<file path="config.mk">
export PLATFORM = sky130hd
export DESIGN_NAME = mieu_ctrl
export DESIGN_NICKNAME = d
export VERILOG_FILES = /design/src/design/mieu_pkg.sv /design/src/design/mieu_ctrl.sv
export SDC_FILE = /design/constraint.sdc
export NUM_CORES = 1
export LEC_CHECK = 0
export BUFFER_PORTS_ARGS = -buffer_cell sky130_fd_sc_hd__buf_2
export CAP_MARGIN = 20
export CORE_AREA = 3 3 40 42
export CTS_CLUSTER_SIZE = 8
export DETAILED_ROUTE_END_ITERATION = 7
export DIE_AREA = 0 0 43 45
export RECOVER_POWER = 25
export SLEW_MARGIN = 10
export SYNTH_ARGS = -nofsm -noshare
export SYNTH_HDL_FRONTEND = slang
export SYNTH_SLANG_ARGS = --single-unit
</file>
<file path="constraint.sdc">
create_clock -name clk -period 3.6 [get_ports clk]
set_clock_uncertainty 0.2 [all_clocks]
set_input_delay 0.36 -clock clk [delete_from_list [all_inputs] [get_ports clk]]
set_output_delay 0.36 -clock clk [all_outputs]
set_load 0.02 [all_outputs]
</file>
<file path="src/design/mieu_pkg.sv">
// package for the integer execute unit: opcodes, function codes, states, command structs
// no dependencies
package mieu_pkg;

  localparam int unsigned DMEM_WORDS_DEF = 4096;

  localparam logic [1:0] ST_OK  = 2'd0;
  localparam logic [1:0] ST_ERR = 2'd1;
  localparam logic [1:0] ST_SYS = 2'd2;

  localparam logic [31:0] SYSCALL_WORD = 32'h0000_000C;

  localparam logic [5:0] OP_SPECIAL = 6'h00;
  localparam logic [5:0] OP_REGIMM  = 6'h01;
  localparam logic [5:0] OP_J       = 6'h02;
  localparam logic [5:0] OP_JAL     = 6'h03;
  localparam logic [5:0] OP_BEQ     = 6'h04;
  localparam logic [5:0] OP_BNE     = 6'h05;
  localparam logic [5:0] OP_BLEZ    = 6'h06;
  localparam logic [5:0] OP_BGTZ    = 6'h07;
  localparam logic [5:0] OP_ADDI    = 6'h08;
  localparam logic [5:0] OP_ADDIU   = 6'h09;
  localparam logic [5:0] OP_SLTI    = 6'h0A;
  localparam logic [5:0] OP_SLTIU   = 6'h0B;
  localparam logic [5:0] OP_ANDI    = 6'h0C;
  localparam logic [5:0] OP_ORI     = 6'h0D;
  localparam logic [5:0] OP_LUI     = 6'h0F;
  localparam logic [5:0] OP_LB      = 6'h20;
  localparam logic [5:0] OP_LH      = 6'h21;
  localparam logic [5:0] OP_LW      = 6'h23;
  localparam logic [5:0] OP_LBU     = 6'h24;
  localparam logic [5:0] OP_SB      = 6'h28;
  localparam logic [5:0] OP_SH      = 6'h29;
  localparam logic [5:0] OP_SW      = 6'h2B;

  localparam logic [5:0] FN_SLL   = 6'h00;
  localparam logic [5:0] FN_SRL   = 6'h02;
  localparam logic [5:0] FN_SRA   = 6'h03;
  localparam logic [5:0] FN_JR    = 6'h08;
  localparam logic [5:0] FN_MFHI  = 6'h10;
  localparam logic [5:0] FN_MTHI  = 6'h11;
  localparam logic [5:0] FN_MFLO  = 6'h12;
  localparam logic [5:0] FN_MTLO  = 6'h13;
  localparam logic [5:0] FN_MULT  = 6'h18;
  localparam logic [5:0] FN_MULTU = 6'h19;
  localparam logic [5:0] FN_DIV   = 6'h1A;
  localparam logic [5:0] FN_DIVU  = 6'h1B;
  localparam logic [5:0] FN_ADD   = 6'h20;
  localparam logic [5:0] FN_ADDU  = 6'h21;
  localparam logic [5:0] FN_SUB   = 6'h22;
  localparam logic [5:0] FN_SUBU  = 6'h23;
  localparam logic [5:0] FN_AND   = 6'h24;
  localparam logic [5:0] FN_OR    = 6'h25;
  localparam logic [5:0] FN_XOR   = 6'h26;
  localparam logic [5:0] FN_NOR   = 6'h27;
  localparam logic [5:0] FN_SLT   = 6'h2A;
  localparam logic [5:0] FN_SLTU  = 6'h2B;

  localparam logic CFG_START = 1'b0;
  localparam logic CFG_BASE  = 1'b1;

  typedef enum logic [3:0] {
    S_CLEAR, S_IDLE, S_READ, S_EXEC, S_MUL, S_DIV, S_MEM, S_STORE, S_WB, S_OUT
  } state_t;

  // commands from controller to datapath
  typedef struct packed {
    logic clr_step;   // write zero to the next memory row
    logic load_instr; // capture instruction
    logic read_regs;  // register the operands
    logic decode;     // evaluate the instruction, latch result
    logic mul_start;
    logic mul_step;
    logic div_start;
    logic div_step;
    logic mem_read;   // register the word(s) for the access
    logic mem_write;  // write one word of a store
    logic commit;     // update architectural state and output register
  } dp_cmd_t;

  // status from datapath to controller
  typedef struct packed {
    logic clr_done;
    logic need_mul;
    logic need_div;
    logic need_mem;
    logic is_store;
    logic mul_done;
    logic div_done;
    logic store_done;
  } dp_stat_t;

endpackage

</file>
<file path="src/design/mieu_ctrl.sv">
// controller for the integer execute unit: sequences clear pass, fetch, execute and output
// depends on mieu_pkg
module mieu_ctrl
  import mieu_pkg::*;
(
  input  logic     clk,
  input  logic     rst,
  input  logic     in_fire,
  input  logic     out_busy,
  input  dp_stat_t stat,
  output logic     idle,
  output logic     out_load,
  output dp_cmd_t  cmd
);

  state_t state, state_next;

  always_ff @(posedge clk) begin
    if (rst) state <= S_CLEAR;
    else     state <= state_next;
  end

  always_comb begin
    state_next = state;
    cmd = '0;
    idle = 1'b0;
    out_load = 1'b0;
    case (state)
      S_CLEAR: begin
        cmd.clr_step = 1'b1;
        if (stat.clr_done) state_next = S_IDLE;
      end
      S_IDLE: begin
        idle = 1'b1;
        if (in_fire) begin
          cmd.load_instr = 1'b1;
          state_next = S_READ;
        end
      end
      S_READ: begin
        cmd.read_regs = 1'b1;
        state_next = S_EXEC;
      end
      S_EXEC: begin
        cmd.decode = 1'b1;
        if (stat.need_mul) begin
          cmd.mul_start = 1'b1;
          state_next = S_MUL;
        end else if (stat.need_div) begin
          cmd.div_start = 1'b1;
          state_next = S_DIV;
        end else if (stat.need_mem) begin
          state_next = S_MEM;
        end else begin
          state_next = S_WB;
        end
      end
      S_MUL: begin
        cmd.mul_step = 1'b1;
        if (stat.mul_done) state_next = S_WB;
      end
      S_DIV: begin
        cmd.div_step = 1'b1;
        if (stat.div_done) state_next = S_WB;
      end
      S_MEM: begin
        cmd.mem_read = 1'b1;
        state_next = stat.is_store ? S_STORE : S_WB;
      end
      S_STORE: begin
        cmd.mem_write = 1'b1;
        if (stat.store_done) state_next = S_WB;
      end
      S_WB: begin
        if (!out_busy) begin
          cmd.commit = 1'b1;
          out_load = 1'b1;
          state_next = S_IDLE;
        end
      end
      default: state_next = S_IDLE;
    endcase
  end

  as_clear_first: assert property (@(posedge clk) $past(rst) && !rst |-> state != S_IDLE)
    else $error("left clear pass too early");
  as_no_load_busy: assert property (@(posedge clk) disable iff (rst) out_load |-> !out_busy)
    else $error("output overwritten");
  as_idle_only_take: assert property (@(posedge clk) disable iff (rst)
    cmd.load_instr |-> idle) else $error("item taken while busy");

endmodule

</file>
==> key figures <==
Outcome
  – Outcome: complete, no violations

Clocking
  – CTS tree: built
  – Worst skew pair latency: about 0.23 ns
  – CTS sink count: 4
  – # resized after CTS: 0
  – Reg clk slew, reported paths: ~0.04 ns
  – Max Root-Sink Buffers: 2
  – Post-CTS setup buffers: 0
  – CTS Buf Count: 3
  – Hold_buf cts: 0
  – CTS Root Cell: clkbuf_4
  – # H-tree levels: 1

Drt
  – Post-route DRC: 0
  – Via Count: approximately 500
  – DRT antenna net count: 0
  – DR WL/cell: between 10 and 15 um
  – Vias per std cell: roughly 5.0
  – Total length of routed wires: between 1 and 1.5 mm
  – Initial DRC count: 9
  – TritonRoute pass-1 iters: 4

Synthesis
  – Synth Warn #: 0
  – Synth Area per Inst: between 6 and 7 um2
  – Async SR Flop Fraction: 0%
  – Sequential share of the synthesized area: between 10% and 20%
  – Gate Count Post-Synth: a little over 60
  – Synth unique cells: 27
  – Synth Net Count: 73
  – Synth top area cells: dfxtp_1 (19%), nor2_1 (6.2%), nand2b_1 (5.9%)
  – EDFF count, synth: 0
  – Synthesis-stage register bit count: 4
  – Synth area leader: dfxtp_1
  – Synth top area share: 19.0%
  – Mapped cell area: between 400 and 500 um2
  – Post-synth top flop: dfxtp_1

Floorplan
  – Die Area: roughly 1900 um2
  – Core Area: roughly 1300 um2
  – I/O pin cnt: 25
  – Die height: between 40 and 50 um
  – Starting Density: about a third
  – Die extent in x: about 43 um
  – Row cnt: 13

STA
  – Final Max Tran Viols: 0
  – Tightest Pin Transition: 0.437 ns
  – Final hold vios: 0
  – Setup_tns: 0 ns
  – Fmax: between 0.4 and 0.5 GHz
  – Final worst path period share: 60.4%
  – Post-route minimum period: ~2.2 ns
  – # setup viols final: 0
  – Slew margin rel.: a little over 70%
  – RSZ-0062 raised after global routing: false

Place
  – Placer congestion estimate: about 0.72
  – Placed cell area: approximately 530 um2
  – Post-detail-place hpwl: 900 um
  – Buffers on Ports: 24
  – Placed cells: 95

Setup path
  – Crit path cell chain: nand2_1 > nor3_1 > and3b_1 > buf_2
  – R2r startpoint: state[0]
  – Nature of the critical path endpoint: output pin
  – Slowest stage delay, CP: 0.56 ns
  – Top delay family on crit path: simple AND/OR/NAND/NOR gates
  – Worst path slowest cell: dfxtp_1
  – Reg2reg end: state[3]
  – Startpoint Class: register
  – R2R setup slack: roughly 1.5 ns
  – Crit path DAT: approximately 1.6 ns
  – Worst Path Max Fanout: 15
  – Total buffers and inverters traversed by the critical path: 1
  – Worst r2r path cells: 4
  – Crit path kind: register to output pin
  – Req. time, crit path: slightly above 3 ns

Layout
  – FILL cells: 141
  – Layout cells sized above 1: roughly a third
  – Antenna diode count: 0
  – Layout area overhead: 29.7%
  – Max FFs per register: 4
  – Post-route cell area: between 500 and 600 um2
  – Top reg by flops: state
  – Final Net Count: 97
  – Largest regs: state: 4 flops
  – Fin cells: around 100

Min path
  – Hold_sp: rst
  – Hold Path Cell Cnt: 2
  – Min-Delay Endpoint: state[2]
  – Hold Path Class: input port to register

Global routing
  – First-pass GRT wire length: 1.84 mm
  – Vias in the first global route: between 400 and 500
  – GRT overflow: 0
  – Initial antenna violation count: 0
  – Largest net degree at the start of global routing: 16
  – Tot GR Track Use: 12.7%

Power and ir drop
  – Maximum vdd drop: ~230 uV
  – Power Dens Cells: about 570 nW/um2
  – Leakage power: around 0.25 nW

Run
  – Max-Cap Viols: 0
## worst reg2reg max path, delay by kind of cell, from the launching register on
kind             cells  cell delay, ns
AND/OR/NAND/NOR      1            0.42
AO/OA/AOI/OAI        2            0.60
flip-flops           1            0.42
multiplexers         1            0.33
## synthesized netlist by cell type, types with 3 or more instances
library cell and number:
a21oi_1 3, inv_1 4, nor3_1 5, nand2_1 6, nand2b_1 4, nor2_1 7, dfxtp_1 4
## kinds of logic (layout without fill, tap and decap cells)
family | Yosys count | count (layout) | synth area share [%]
flip-flops | 4 | 4 | 19.0
AND/OR/NAND/NOR | 33 | 33 | 42.1
buffers and inverters | 9 | 31 | 10.4
multiplexers | 2 | 2 | 5.04
AO/OA/AOI/OAI | 13 | 13 | 23.4
## placed cells by master, fill, tap and decap left out, types with 3 or more instances in the layout
cell type and n:
nor3_1 5, buf_2 22, a21oi_1 3, inv_1 4, dfxtp_1 4, nand2_1 6, nand2b_1 4, nor2_1 7
clkbuf_4 3
## per-stage QoR
| stage | util [%] | hold slack [ns] | setup slack (ns) | power, mW |
|---|---|---|---|---|
| 2_1_floorplan | - | 0.229 | 1.31 | 0.227 |
| 4_1_cts | 43.1 | 0.145 | 1.39 | 0.324 |
| 3_5_place_dp | 41.4 | 0.392 | 1.61 | 0.267 |
| 5_1_grt | 42.6 | 0.170 | 1.24 | 0.344 |
| 6_report | 42.6 | 0.160 | 1.42 | 0.313 |
| 3_3_place_gp | 41.4 | 0.413 | 1.66 | 0.267 |
## power breakdown
group | internal (mW) | switching [mW] | leakage (nW)
Sequential | 0.0559 | 0.0353 | 0.0327
Clock | 0.0371 | 0.0163 | 0.0138
Combinational | 0.0706 | 0.0979 | 0.204
Total | 0.164 | 0.149 | 0.250
## worst max path at each step
stage | start | endpoint | slack, ns | depth (start not counted)
floorplan | state[0] | cmd[0] | 1.31 | 4
global placement | state[0] | state[3] | 1.66 | 4
detailed placement | state[0] | state[3] | 1.61 | 4
CTS | state[0] | cmd[4] | 1.39 | 4
global route | state[0] | cmd[4] | 1.24 | 4
finish | state[0] | cmd[4] | 1.42 | 4
## routing by layer
| metal | vias to the layer above | wire (um) | global-route usage (%) | share of wire [%] |
|---|---|---|---|---|
| met5 | - | 0 | 0 | 0 |
| met4 | 0 | 0 | 7.23 | 0 |
| met3 | 0 | 67 | 4.38 | 6.0 |
| met2 | 12 | 537 | 21.3 | 48 |
| met1 | 217 | 516 | 14.2 | 46 |
| li1 | 262 | - | - | - |
## area by class of cell
cell class / count / area, um2 / area share (%)
sequential: 4 / 80.1 / 14.6
clock buffer: 3 / 22.5 / 4.12
timing repair buffer: 24 / 118 / 21.5
tap: 15 / 18.8 / 3.43
multi-input combinational: 48 / 293 / 53.5
inverter: 4 / 15.0 / 2.75
Power figures use the tool's default switching activity.
